**config.mk**
```make
export PLATFORM = sky130hd
export DESIGN_NAME = cycle_stepped_8bit_cpu_subset_unit
export DESIGN_NICKNAME = d
export VERILOG_FILES = /design/src/hw/rtl/cs8_pkg.sv /design/src/hw/rtl/cycle_stepped_8bit_cpu_subset_unit.sv
export SDC_FILE = /design/constraint.sdc
export NUM_CORES = 1
export LEC_CHECK = 0
export BUFFER_PORTS_ARGS = -buffer_cell sky130_fd_sc_hd__buf_4
export CAP_MARGIN = 20
export CORE_MARGIN = 5
export CORE_UTILIZATION = 35
export CTS_CLUSTER_SIZE = 30
export DETAILED_ROUTE_END_ITERATION = 12
export PLACE_DENSITY_LB_ADDON = 0.08
export SYNTH_ARGS = -nofsm -noshare
export SYNTH_HDL_FRONTEND = slang
export SYNTH_SLANG_ARGS = --single-unit
```
**constraint.sdc**
```tcl
create_clock -name clk_i -period 7.3 [get_ports clk_i]
set_input_delay 0.73 -clock clk_i [delete_from_list [all_inputs] [get_ports clk_i]]
set_output_delay 0.73 -clock clk_i [all_outputs]
set_load 0.01 [all_outputs]
```
**src/hw/rtl/cs8_pkg.sv**
```systemverilog
// ---------------------------------------------------------------------------
// cs8_pkg
// Shared types and constants for the cycle-stepped 8-bit processor core.
// ---------------------------------------------------------------------------
package cs8_pkg;

  localparam logic [15:0] VectorAddr = 16'hFFFC;
  localparam logic [7:0]  NegBit     = 8'h80;
  localparam logic [7:0]  FlagV      = 8'h40;
  localparam logic [7:0]  FlagD      = 8'h08;
  localparam logic [7:0]  FlagI      = 8'h04;
  localparam logic [7:0]  FlagZ      = 8'h02;
  localparam logic [7:0]  FlagC      = 8'h01;
  localparam logic [15:0] StartAddrRst = 16'h0000;

  // flag and no-operation opcodes
  localparam logic [7:0] OpClc = 8'h18;
  localparam logic [7:0] OpCld = 8'hD8;
  localparam logic [7:0] OpCli = 8'h58;
  localparam logic [7:0] OpClv = 8'hB8;
  localparam logic [7:0] OpSec = 8'h38;
  localparam logic [7:0] OpSed = 8'hF8;
  localparam logic [7:0] OpSei = 8'h78;
  localparam logic [7:0] OpNop = 8'hEA;

  typedef enum logic [3:0] {
    MImpl, MImm, MZp, MZpi, MAbs, MAbi, MIndx, MIndy, MJmpa, MJmpi
  } mode_e;

  typedef enum logic [1:0] { RegA, RegX, RegY } reg_sel_e;

  typedef struct packed {
    mode_e    mode;
    reg_sel_e rsel;
    reg_sel_e isel;
    logic     store;
    logic     known;
  } decoded_t;

  function automatic decoded_t decode(input logic [7:0] op);
    decoded_t d;
    d = '{mode: MImpl, rsel: RegA, isel: RegX, store: 1'b0, known: 1'b1};
    case (op)
      8'hA9: d.mode = MImm;
      8'hA5: d.mode = MZp;
      8'hB5: d.mode = MZpi;
      8'hAD: d.mode = MAbs;
      8'hBD: d.mode = MAbi;
      8'hB9: begin d.mode = MAbi; d.isel = RegY; end
      8'hA1: d.mode = MIndx;
      8'hB1: d.mode = MIndy;
      8'hA2: begin d.mode = MImm; d.rsel = RegX; end
      8'hA6: begin d.mode = MZp; d.rsel = RegX; end
      8'hB6: begin d.mode = MZpi; d.rsel = RegX; d.isel = RegY; end
      8'hAE: begin d.mode = MAbs; d.rsel = RegX; end
      8'hBE: begin d.mode = MAbi; d.rsel = RegX; d.isel = RegY; end
      8'hA0: begin d.mode = MImm; d.rsel = RegY; end
      8'hA4: begin d.mode = MZp; d.rsel = RegY; end
      8'hB4: begin d.mode = MZpi; d.rsel = RegY; end
      8'hAC: begin d.mode = MAbs; d.rsel = RegY; end
      8'hBC: begin d.mode = MAbi; d.rsel = RegY; end
      8'h85: begin d.mode = MZp; d.store = 1'b1; end
      8'h95: begin d.mode = MZpi; d.store = 1'b1; end
      8'h8D: begin d.mode = MAbs; d.store = 1'b1; end
      8'h9D: begin d.mode = MAbi; d.store = 1'b1; end
      8'h99: begin d.mode = MAbi; d.isel = RegY; d.store = 1'b1; end
      8'h86: begin d.mode = MZp; d.rsel = RegX; d.store = 1'b1; end
      8'h96: begin d.mode = MZpi; d.rsel = RegX; d.isel = RegY; d.store = 1'b1; end
      8'h8E: begin d.mode = MAbs; d.rsel = RegX; d.store = 1'b1; end
      8'h84: begin d.mode = MZp; d.rsel = RegY; d.store = 1'b1; end
      8'h94: begin d.mode = MZpi; d.rsel = RegY; d.store = 1'b1; end
      8'h8C: begin d.mode = MAbs; d.rsel = RegY; d.store = 1'b1; end
      8'h4C: d.mode = MJmpa;
      8'h6C: d.mode = MJmpi;
      OpNop, OpClc, OpCld, OpCli, OpClv, OpSec, OpSed, OpSei: d.mode = MImpl;
      default: d.known = 1'b0;
    endcase
    return d;
  endfunction

endpackage

```
**src/hw/rtl/cycle_stepped_8bit_cpu_subset_unit.sv**
```systemverilog
// ---------------------------------------------------------------------------
// cycle_stepped_8bit_cpu_subset_unit
// Cycle-stepped 8-bit processor core, one bus cycle per input beat.
// ---------------------------------------------------------------------------
// Usage:
//   The input channel (in_valid_i / in_stall_o) carries one beat per bus
//   cycle: the byte read at the address given by the previous result beat.
//   The output channel (out_valid_o / out_stall_i) returns one beat per input
//   beat: next bus address, write enable and data, opcode-fetch marker, and
//   the A, X, Y, status and program counter registers, plus bad_opcode.
//   Each beat is processed by the combinational decode/execute logic between
//   the architectural registers and the output register, which captures the
//   result on accept, one beat per clock while out_stall_i is low.
//   When the receiver stalls, the output register holds its beat and the
//   input stall is raised only while a full output register is blocked.
//   After reset the first fetch beat is ignored, two idle beats follow, the
//   vector is read at 0xFFFC/0xFFFD, and the next beat loads the program
//   counter. cfg_we_i writes start_address; before the first beat it also
//   sets the program counter and the bus address.
// ---------------------------------------------------------------------------
module cycle_stepped_8bit_cpu_subset_unit import cs8_pkg::*; (
  input  logic        clk_i,
  input  logic        rst_ni,
  input  logic        cfg_we_i,
  input  logic [15:0] cfg_wdata_i,
  input  logic        in_valid_i,
  output logic        in_stall_o,
  input  logic [7:0]  data_in_i,
  output logic        out_valid_o,
  input  logic        out_stall_i,
  output logic [15:0] address_o,
  output logic        write_enable_o,
  output logic [7:0]  write_data_o,
  output logic        fetch_cycle_o,
  output logic [7:0]  accumulator_o,
  output logic [7:0]  index_x_out_o,
  output logic [7:0]  index_y_out_o,
  output logic [7:0]  flags_out_o,
  output logic [15:0] program_counter_o,
  output logic        bad_opcode_o
);

  logic [15:0] start_q;
  logic [15:0] pc_q, pc_d, opl_q, opl_d, addr_q, addr_d;
  logic [7:0]  a_q, a_d, x_q, x_d, y_q, y_d, p_q, p_d, op_q, op_d, ob_q, ob_d;
  logic [2:0]  cyc_q, cyc_d;
  logic        fetch_q, fetch_d, rstp_q, rstp_d, wr_d, bad_d;
  logic        accept;

  assign in_stall_o = out_valid_o & out_stall_i;
  assign accept     = in_valid_i & ~in_stall_o;

  // one bus cycle of the core
  always_comb begin
    decoded_t    d;
    logic [7:0]  rv, iv, ldv;
    logic [15:0] hi, sum;
    logic        ld, fin;
    pc_d = pc_q; opl_d = opl_q; addr_d = addr_q;
    a_d = a_q; x_d = x_q; y_d = y_q; p_d = p_q; op_d = op_q; ob_d = ob_q;
    cyc_d = cyc_q; fetch_d = fetch_q; rstp_d = rstp_q;
    wr_d = 1'b0; bad_d = 1'b0; ld = 1'b0; fin = 1'b0; ldv = data_in_i;
    d  = decode(op_q);
    case (d.rsel)
      RegX:    rv = x_q;
      RegY:    rv = y_q;
      default: rv = a_q;
    endcase
    case (d.isel)
      RegY:    iv = y_q;
      RegA:    iv = a_q;
      default: iv = x_q;
    endcase
    hi  = {data_in_i, 8'h00};
    sum = 16'(opl_q | hi) + {8'h00, iv};
    if (fetch_q) begin
      fetch_d = 1'b0;
      cyc_d   = 3'd0;
      if (rstp_q) begin
        op_d = 8'h00;
      end else begin
        op_d   = data_in_i;
        bad_d  = ~decode(data_in_i).known;
        pc_d   = pc_q + 16'd1;
        addr_d = pc_q + 16'd1;
      end
    end else begin
      cyc_d = cyc_q + 3'd1;
      if (rstp_q) begin
        case (cyc_q)
          3'd0, 3'd1: ;
          3'd2: addr_d = VectorAddr;
          3'd3: begin opl_d = {8'h00, data_in_i}; addr_d = addr_q + 16'd1; end
          3'd4: begin opl_d = opl_q | hi; addr_d = opl_q | hi; end
          default: begin pc_d = opl_q; rstp_d = 1'b0; fin = 1'b1; end
        endcase
      end else begin
        case (d.mode)
          MImm: begin pc_d = pc_q + 16'd1; ld = 1'b1; end
          MZp: begin
            if (cyc_q == 3'd0) begin
              pc_d = pc_q + 16'd1; addr_d = {8'h00, data_in_i};
              if (d.store) begin wr_d = 1'b1; ob_d = rv; end
            end else if (d.store) fin = 1'b1;
            else ld = 1'b1;
          end
          MZpi: begin
            if (cyc_q == 3'd0) begin
              opl_d = {8'h00, data_in_i}; addr_d = {8'h00, data_in_i};
              pc_d = pc_q + 16'd1;
            end else if (cyc_q == 3'd1) begin
              addr_d = {8'h00, opl_q[7:0] + iv};
              if (d.store) begin wr_d = 1'b1; ob_d = rv; end
            end else if (d.store) fin = 1'b1;
            else ld = 1'b1;
          end
          MAbs: begin
            if (cyc_q == 3'd0) begin
              opl_d = {8'h00, data_in_i}; pc_d = pc_q + 16'd1; addr_d = pc_q + 16'd1;
            end else if (cyc_q == 3'd1) begin
              opl_d = opl_q | hi; pc_d = pc_q + 16'd1; addr_d = opl_q | hi;
              if (d.store) begin wr_d = 1'b1; ob_d = rv; end
            end else if (d.store) fin = 1'b1;
            else ld = 1'b1;
          end
          MAbi: begin
            if (cyc_q == 3'd0) begin
              opl_d = {8'h00, data_in_i}; pc_d = pc_q + 16'd1; addr_d = pc_q + 16'd1;
            end else if (cyc_q == 3'd1) begin
              pc_d = pc_q + 16'd1;
              if (d.store) opl_d = sum;
              else begin opl_d = opl_q | hi; addr_d = sum; end
            end else if (cyc_q == 3'd2) begin
              if (d.store) begin addr_d = opl_q; wr_d = 1'b1; ob_d = rv; end
              else if (addr_q[15:8] == opl_q[15:8]) ld = 1'b1;
            end else if (d.store) fin = 1'b1;
            else ld = 1'b1;
          end
          MIndx: begin
            case (cyc_q)
              3'd0: begin
                opl_d = {8'h00, data_in_i}; addr_d = {8'h00, data_in_i};
                pc_d = pc_q + 16'd1;
              end
              3'd1: addr_d = {8'h00, opl_q[7:0] + x_q};
              3'd2: begin
                opl_d = {8'h00, data_in_i}; addr_d = {8'h00, addr_q[7:0] + 8'd1};
              end
              3'd3: begin opl_d = opl_q | hi; addr_d = opl_q | hi; end
              default: ld = 1'b1;
            endcase
          end
          MIndy: begin
            case (cyc_q)
              3'd0: begin addr_d = {8'h00, data_in_i}; pc_d = pc_q + 16'd1; end
              3'd1: begin
                opl_d = {8'h00, data_in_i}; addr_d = {8'h00, addr_q[7:0] + 8'd1};
              end
              3'd2: begin
                opl_d = opl_q | hi; addr_d = (opl_q | hi) + {8'h00, y_q};
              end
              3'd3: if (addr_q[15:8] == opl_q[15:8]) ld = 1'b1;
              default: ld = 1'b1;
            endcase
          end
          MJmpa: begin
            if (cyc_q == 3'd0) begin
              opl_d = {8'h00, data_in_i}; pc_d = pc_q + 16'd1; addr_d = pc_q + 16'd1;
            end else begin pc_d = opl_q | hi; fin = 1'b1; end
          end
          MJmpi: begin
            case (cyc_q)
              3'd0: begin
                opl_d = {8'h00, data_in_i}; pc_d = pc_q + 16'd1; addr_d = pc_q + 16'd1;
              end
              3'd1: begin opl_d = opl_q | hi; pc_d = pc_q + 16'd1; addr_d = opl_q | hi; end
              3'd2: begin opl_d = {8'h00, data_in_i}; addr_d = addr_q + 16'd1; end
              default: begin pc_d = opl_q | hi; fin = 1'b1; end
            endcase
          end
          default: begin
            case (op_q)
              OpClc: p_d = p_q & ~FlagC;
              OpCld: p_d = p_q & ~FlagD;
              OpCli: p_d = p_q & ~FlagI;
              OpClv: p_d = p_q & ~FlagV;
              OpSec: p_d = p_q | FlagC;
              OpSed: p_d = p_q | FlagD;
              OpSei: p_d = p_q | FlagI;
              default: ;
            endcase
            fin = 1'b1;
          end
        endcase
      end
      // load writeback with N/Z update
      if (ld) begin
        case ((d.mode == MIndx || d.mode == MIndy) ? RegA : d.rsel)
          RegX:    x_d = ldv;
          RegY:    y_d = ldv;
          default: a_d = ldv;
        endcase
        p_d = (p_q & ~(FlagZ | NegBit)) | ((ldv == 8'h00) ? FlagZ : 8'h00)
              | (ldv & NegBit);
        fin = 1'b1;
      end
      if (fin) begin fetch_d = 1'b1; addr_d = pc_d; end
    end
  end

  // architectural registers
  always_ff @(posedge clk_i or negedge rst_ni) begin
    if (!rst_ni) begin
      start_q <= StartAddrRst; pc_q <= StartAddrRst; addr_q <= StartAddrRst;
      opl_q <= '0; a_q <= '0; x_q <= '0; y_q <= '0; p_q <= '0; op_q <= '0;
      ob_q <= '0; cyc_q <= '0; fetch_q <= 1'b1; rstp_q <= 1'b1;
    end else if (cfg_we_i) begin
      start_q <= cfg_wdata_i;
      if (rstp_q && fetch_q) begin pc_q <= cfg_wdata_i; addr_q <= cfg_wdata_i; end
    end else if (accept) begin
      pc_q <= pc_d; addr_q <= addr_d; opl_q <= opl_d; a_q <= a_d; x_q <= x_d;
      y_q <= y_d; p_q <= p_d; op_q <= op_d; ob_q <= ob_d; cyc_q <= cyc_d;
      fetch_q <= fetch_d; rstp_q <= rstp_d;
    end
  end

  // output beat register
  always_ff @(posedge clk_i or negedge rst_ni) begin
    if (!rst_ni) begin
      out_valid_o <= 1'b0;
    end else if (accept) begin
      out_valid_o <= 1'b1;
    end else if (!out_stall_i) begin
      out_valid_o <= 1'b0;
    end
  end

  always_ff @(posedge clk_i) begin
    if (accept) begin
      address_o         <= addr_d;
      write_enable_o    <= wr_d;
      write_data_o      <= wr_d ? ob_d : 8'h00;
      fetch_cycle_o     <= fetch_d;
      accumulator_o     <= a_d;
      index_x_out_o     <= x_d;
      index_y_out_o     <= y_d;
      flags_out_o       <= p_d;
      program_counter_o <= pc_d;
      bad_opcode_o      <= bad_d;
    end
  end

endmodule
```
==> impl_metrics.py, run 1 <==
metrics = {
    "sta": {
        "fin_tns_setup_ps": 0,
        "fin_crit_sh": 0.752,
        "worst_pin_slew_ps": 1310,
        "slew_violations": 0,
        "fin_ws_ps": 1810,
        "period_minus_slack_ps": 5490,
        "hold_violations": 0,
        "relSlewSlack": 0.120,
        "rsz0062_at_grt": "no",
        "skew_ps": 16.8,
        "fmax_ghz": 0.182,
        "hold_ws_ps": 282,
        "finalSetupViolations": 0,
    },
    "synthesis": {
        "async_flop_share": 0.578,
        "ys_ff_latch": 173,
        "ys_warn_count": 0,
        "synthesis.instances": 2158,
        "ys_types": 102,
        "synth_seq_area_share": 0.282,
        "synth-main-ff-cell": "dfrtp_1",
        "synth_edf_count": 73,
        "syn_avg_cell_area_um2": 7.72,
        "syn-cell-area_um2": 16700,
    },
    "place": {
        "post_dp_cell_area_um2": 17900,
        "gp_congestion": 1.04,
        "placed_cells": 2738,
        "place_ws_ps": 1950,
        "post-dp-hpwl_um": 63600,
        "io_buffers": 103,
    },
    "setup_path": {
        "worst-setup-path-type": "reg2reg",
        "critPathMaxFanout": 27,
        "critPathLaunchType": "register",
        "worstPathArrival_ps": 5720,
        "required_ps": 7530,
        "endpoint_kind": "register",
    },
    "pwr": {
        "vdd_drop_max_mv": 0.231,
        "p_per_area_nw_per_um2": 471,
        "p_leak_nw": 7.22,
        "report.power.total_mw": 8.73,
    },
    "cts": {
        "hold_buffers": 0,
        "cts.sinks": 173,
        "cts_resized": 0,
        "cts-root-buf": "clkbuf_16",
        "htreeDepth": 4,
        "cts_tree": "yes",
        "clockBufferDepth": 2,
        "cts_made_buffers": 17,
        "insertion_delay_ps": 500,
        "post_cts_buffers": 0,
        "clkTransAtPathRegs_ps": 80,
    },
    "final_layout": {
        "nFillCells": 5033,
        "num_antenna_cells": 0,
        "nets": 2212,
        "post-route-util": 0.391,
        "drive_gt1_frac": 0.148,
        "final_cells": 2770,
        "final_cell_area_um2": 18500,
        "area_growth_syn_to_layout_pct": 11.2,
    },
    "global_routing": {
        "grt_overflow_total": 0,
        "antenna_found_initial": 2,
        "first_global_vias": 17700,
        "grt_max_degree": 72,
        "grt_pass1_wl_um": 128000,
        "grt_usage": 0.327,
    },
    "min_path": {
        "hold_path_class": "in2async",
    },
    "routing": {
        "vias_per_cell": 6.81,
        "drt_first_pass_iters": 6,
        "wl_per_cell_um": 32.2,
        "drt_iter0_drc": 2798,
        "routed_wl_um": 89100,
        "drcViolationCount": 0,
        "via_count": 18900,
        "antenna_left": 0,
    },
    "floorplanning": {
        "core_area_um2": 47400,
        "die_h_um": 228,
        "start_util": 0.351,
        "rows": 80,
        "io_pins": 106,
        "dieArea_um2": 52100,
        "die_w_um": 228,
    },
    "run_status": {
        "outcome": "completed",
    },
    "run": {
        "cap_violations": 0,
    },
}
[cell families after synthesis]
group / Yosys count / share of synthesized area
AND/OR/NAND/NOR: 751 / 0.216
multiplexers: 82 / 0.0536
buffers and inverters: 249 / 0.0601
adder cells (fa/ha/maj): 41 / 0.0321
flip-flops: 173 / 0.282
AO/OA/AOI/OAI: 788 / 0.318
other: 1 / 0.000225
XOR/XNOR: 73 / 0.0384
[routing by layer]
metal,part of all wire,GRT usage,routed length [um],up-vias
li1,-,-,-,8061
met1,0.43,0.462,38200,9317
met2,0.42,0.473,37000,1223
met3,0.11,0.0879,9540,249
met4,0.047,0.135,4220,2
met5,0.000090,0,8,-
[registers in the layout (all words and copies together) (netlist names), 16 cells and up]
register,flops
addr_q,16
address_o,16
opl_q,16
pc_q,16
program_counter_o,16
[power breakdown]
part | switching (mW) | total (mW) | internal, mW | leakage [nW]
Combinational | 3.80 | 5.59 | 1.79 | 4.96
Sequential | 0.802 | 2.19 | 1.39 | 1.97
Clock | 0.489 | 0.949 | 0.461 | 0.290
Total | 5.09 | 8.73 | 3.64 | 7.22
[critical path, cell delays in order (launching register included)]
cell	delay (ps)
dfrtp_1	900
clkinv_1	490
nor3_1	300
buf_4	220
mux2_2	350
ha_1	360
and3_1	210
a221oi_1	420
o21a_1	410
nor2_1	100
xnor2_1	140
a2111oi_0	730
nor4_1	120
o31ai_1	370
nand2_1	80
[cell usage after synthesis (16+ instances only)]
library cell | n | area (um2)
or3_1 | 18 | 113
o211ai_1 | 25 | 188
nor3_1 | 50 | 250
clkbuf_1 | 151 | 567
a21o_1 | 18 | 135
or2_2 | 16 | 100
o31ai_1 | 26 | 195
a211oi_1 | 29 | 218
buf_1 | 24 | 90.1
mux2_1 | 18 | 203
nand4_1 | 21 | 131
a221oi_1 | 27 | 236
o21ai_0 | 184 | 921
nor4_1 | 16 | 100
o22ai_1 | 26 | 163
xor2_1 | 33 | 289
o21a_1 | 19 | 143
and3_1 | 17 | 106
nand3_1 | 60 | 300
and2_1 | 18 | 113
inv_1 | 36 | 135
edfxtp_1 | 73 | 2190
a221o_1 | 19 | 190
buf_2 | 27 | 135
nand2b_1 | 20 | 125
nand2_1 | 270 | 1010
mux2i_1 | 24 | 240
ha_1 | 38 | 475
mux2_2 | 40 | 450
a31oi_1 | 39 | 244
a21oi_1 | 183 | 916
xnor2_1 | 40 | 350
dfrtp_1 | 98 | 2450
a22oi_1 | 31 | 233
nor2_1 | 181 | 679
[layout by cell type, fill, tap and decap left out, drive strengths merged, types with 12 or more instances in the layout]
cell / instances
o22ai: 26
a21o: 18
a221o: 19
nand2b: 21
inv: 44
mux2i: 24
xor2: 33
o31ai: 26
nand4: 21
o211ai: 25
nor3: 55
xnor2: 40
dfrtp: 98
a21oi: 185
a2111oi: 13
nand3: 64
nor4: 16
or3: 18
a22oi: 31
mux2: 58
clkbuf: 17
o21ai: 189
edfxtp: 73
o21a: 19
o311ai: 12
or2: 16
ha: 38
a221oi: 28
nand2: 275
buf: 172
a211oi: 29
o221ai: 14
and3: 17
nor2: 185
a31oi: 39
and2: 19
[area by class of cell]
cell class	count	area, um2	share of cell area
Tap cell	615	769	0.0415
Multi-Input combinational cell	1737	11000	0.595
Inverter	41	154	0.00830
Sequential cell	173	4700	0.254
Clock buffer	17	425	0.0229
Clock inverter	15	174	0.00938
Timing Repair Buffer	172	1290	0.0697
[worst paths after layout]
check	cells after the start	start	slack, ps	end
max in group asynchronous	2	rst_ni	5750	addr_q[8]
worst min-delay path	1	rst_ni	280	ob_q[3]
worst max-delay path	14	op_q[4]	1810	address_o[11]
worst max register to register	14	op_q[4]	1810	address_o[11]
min in group clk_i	2	in_valid_i	440	out_valid_o
worst min register to register	2	p_q[3]	480	p_q[3]
(Power assumes the default switching activity.)
==> inputs of run 2 (changes only) <==
==> constraint.sdc (replaced) <==
create_clock -name clk_i -period 5.48 [get_ports clk_i]
set_input_delay 0.548 -clock clk_i [delete_from_list [all_inputs] [get_ports clk_i]]
set_output_delay 0.548 -clock clk_i [all_outputs]
set_load 0.01 [all_outputs]
==> run 2 against run 1 <==
Maximum frequency grew 12%. Largest cell class unchanged. Die area is the same. Utilization grew 0.91 points. Critical path depth grew 2. Critical path type unchanged. Via count grew 2.0%. Cell area grew 2.3%. Routed wire length grew 4.3%. Sequential share of layout area shrank 0.58 points. Register-to-register slack lost 1200 ps. Sequential power grew 21%.
==> impl_metrics.py, run 2 (synthesized netlist as in run 1, its figures left out) <==
metrics = {
    "run_status": {
        "outcome": "completed",
    },
    "global_routing": {
        "grt_usage": 0.343,
        "antenna_found_initial": 0,
        "grt_overflow_total": 0,
        "grt_pass1_wl_um": 133000,
        "grt_max_degree": 66,
        "first_global_vias": 18000,
    },
    "sta": {
        "fmax_ghz": 0.204,
        "finalSetupViolations": 0,
        "skew_ps": 17.8,
        "rsz0062_at_grt": "no",
        "fin_crit_sh": 0.895,
        "relSlewSlack": 0.161,
        "period_minus_slack_ps": 4900,
        "fin_tns_setup_ps": 0,
        "hold_violations": 0,
        "slew_violations": 0,
        "worst_pin_slew_ps": 1250,
    },
    "routing": {
        "antenna_left": 0,
        "via_count": 19200,
        "vias_per_cell": 6.80,
        "wl_per_cell_um": 32.9,
        "drt_first_pass_iters": 9,
        "routed_wl_um": 92900,
        "drcViolationCount": 0,
        "drt_iter0_drc": 2687,
    },
    "final_layout": {
        "nets": 2269,
        "nFillCells": 4970,
        "final_cell_mix": "270 x nand2_1, 227 x buf_4, 184 x o21ai_0, 183 x a21oi_1, 180 x nor2_1",
        "drive_gt1_frac": 0.170,
        "num_antenna_cells": 0,
        "area_growth_syn_to_layout_pct": 13.8,
        "post-route-util": 0.400,
        "final_common_cell": "nand2_1",
    },
    "floorplanning": {
        "rows": 80,
        "core_area_um2": 47400,
        "start_util": 0.351,
        "die_h_um": 228,
        "die_w_um": 228,
        "io_pins": 106,
        "dieArea_um2": 52100,
    },
    "setup_path": {
        "crit_start": "op_q[0]",
        "worstPathArrival_ps": 5280,
        "crit_chain": "nor2b_1 > a32oi_1 > nor3_1 > buf_4 > mux2_2 > ha_1 > and3_1 > a221oi_1 > o21a_1 > buf_4 > nor2b_1 > xnor2_1 > o21ai_0 > o221ai_1 > a311oi_1 > o31a_1",
        "required_ps": 5860,
        "cp.depth": 16,
        "cpPeakStageDelay_ps": 690,
        "rr_endpoint": "address_o[15]",
        "slowest_stage": "a311oi_1",
        "crit_path_end": "address_o[15]",
        "rrSetupSlack_ps": 580,
        "r2r-start": "op_q[0]",
        "cp_top_family": "compound AO/OA/AOI/OAI gates",
        "worst-setup-path-type": "reg2reg",
        "reg2reg_depth": 16,
        "critPathLaunchType": "register",
        "critPathMaxFanout": 18,
        "path_buf_inv": 2,
        "endpoint_kind": "register",
    },
    "pwr": {
        "p_sw_mw": 6.94,
        "p_int_mw": 5.11,
        "p_sw_frac": 0.576,
        "pwr-share-seq": 0.221,
        "p_comb_frac": 0.672,
        "p_per_area_nw_per_um2": 636,
        "p_leak_nw": 7.50,
        "p_clk_frac": 0.107,
        "vdd_drop_max_mv": 0.275,
    },
    "cts": {
        "clockBufferDepth": 2,
        "clkTransAtPathRegs_ps": 80,
        "insertion_delay_ps": 500,
        "cts_resized": 0,
        "cts.sinks": 173,
        "htreeDepth": 4,
        "post_cts_buffers": 0,
        "cts-root-buf": "clkbuf_16",
        "cts_made_buffers": 17,
        "hold_buffers": 0,
        "cts_tree": "yes",
    },
    "run": {
        "cap_violations": 0,
    },
    "min_path": {
        "hold_path_class": "in2async",
    },
    "place": {
        "io_buffers": 103,
        "gp_congestion": 1.04,
        "post-dp-hpwl_um": 68300,
    },
}
run 2: changes by cell type in the layout (fill, tap and decap cells not counted), moves of 2 or more:
| cell | change |
|---|---|
| buf_4 | +55 |
| inv_6 | -2 |
| clkinvlp_4 | +2 |
| clkinv_8 | -2 |
run 2: layout make-up:
class                   instances  area, um2  share of cell area
inverters                      41        154             0.00811
well taps                     615        769              0.0406
clock buffers                  17        425              0.0224
clock inverters                15        178             0.00937
flip-flops and latches        173       4700               0.248
repair buffers                229       1730              0.0912
multi-input cells            1737      11000               0.581
run 2: worst reg2reg max path, cell delays in order (launching register included):
cell and delay (ps):
dfrtp_1 680, nor2b_1 270, a32oi_1 90, nor3_1 240, buf_4 250, mux2_2 350, ha_1 360, and3_1 210
a221oi_1 410, o21a_1 290, buf_4 170, nor2b_1 50, xnor2_1 120, o21ai_0 230, o221ai_1 160, a311oi_1 690
o31a_1 210
run 2: per-stage QoR:
stage	worst slack [ps]	hold WS, ps	power (mW)	cells	cell area [um2]
finish	578	108	12.1	2827	19000
global route	369	144	12.5	2827	19000
CTS	644	99.2	11.8	2827	19000
detailed placement	693	459	10.4	2795	18400
global placement	799	455	10.4	2794	18400
floorplan	1100	252	7.10	2159	16700
run 2: worst min path at each step:
stage | endpoint | slack (ps) | depth (start not counted)
floorplan | a_q[0] | 250 | 0
detailed placement | p_q[7] | 460 | 2
global placement | p_q[2] | 450 | 2
global route | ob_q[3] | 140 | 1
finish | ob_q[3] | 110 | 1
CTS | ob_q[3] | 100 | 1
run 2: power groups by stage:
stage               clock network [mW]  registers [mW]  logic (mW)
floorplan                            0            2.17        4.93
global placement                     0            2.64        7.80
detailed placement                   0            2.65        7.78
CTS                               1.33            2.62        7.81
global route                      1.37            2.69        8.48
finish                            1.29            2.66        8.10
run 2: routing by layer:
layer,vias to the layer above,global-route usage,share of wire
li1,8182,-,-
met2,1258,0.503,0.42
met3,210,0.0766,0.11
met4,0,0.131,0.042
met5,-,0,0
met1,9586,0.494,0.43
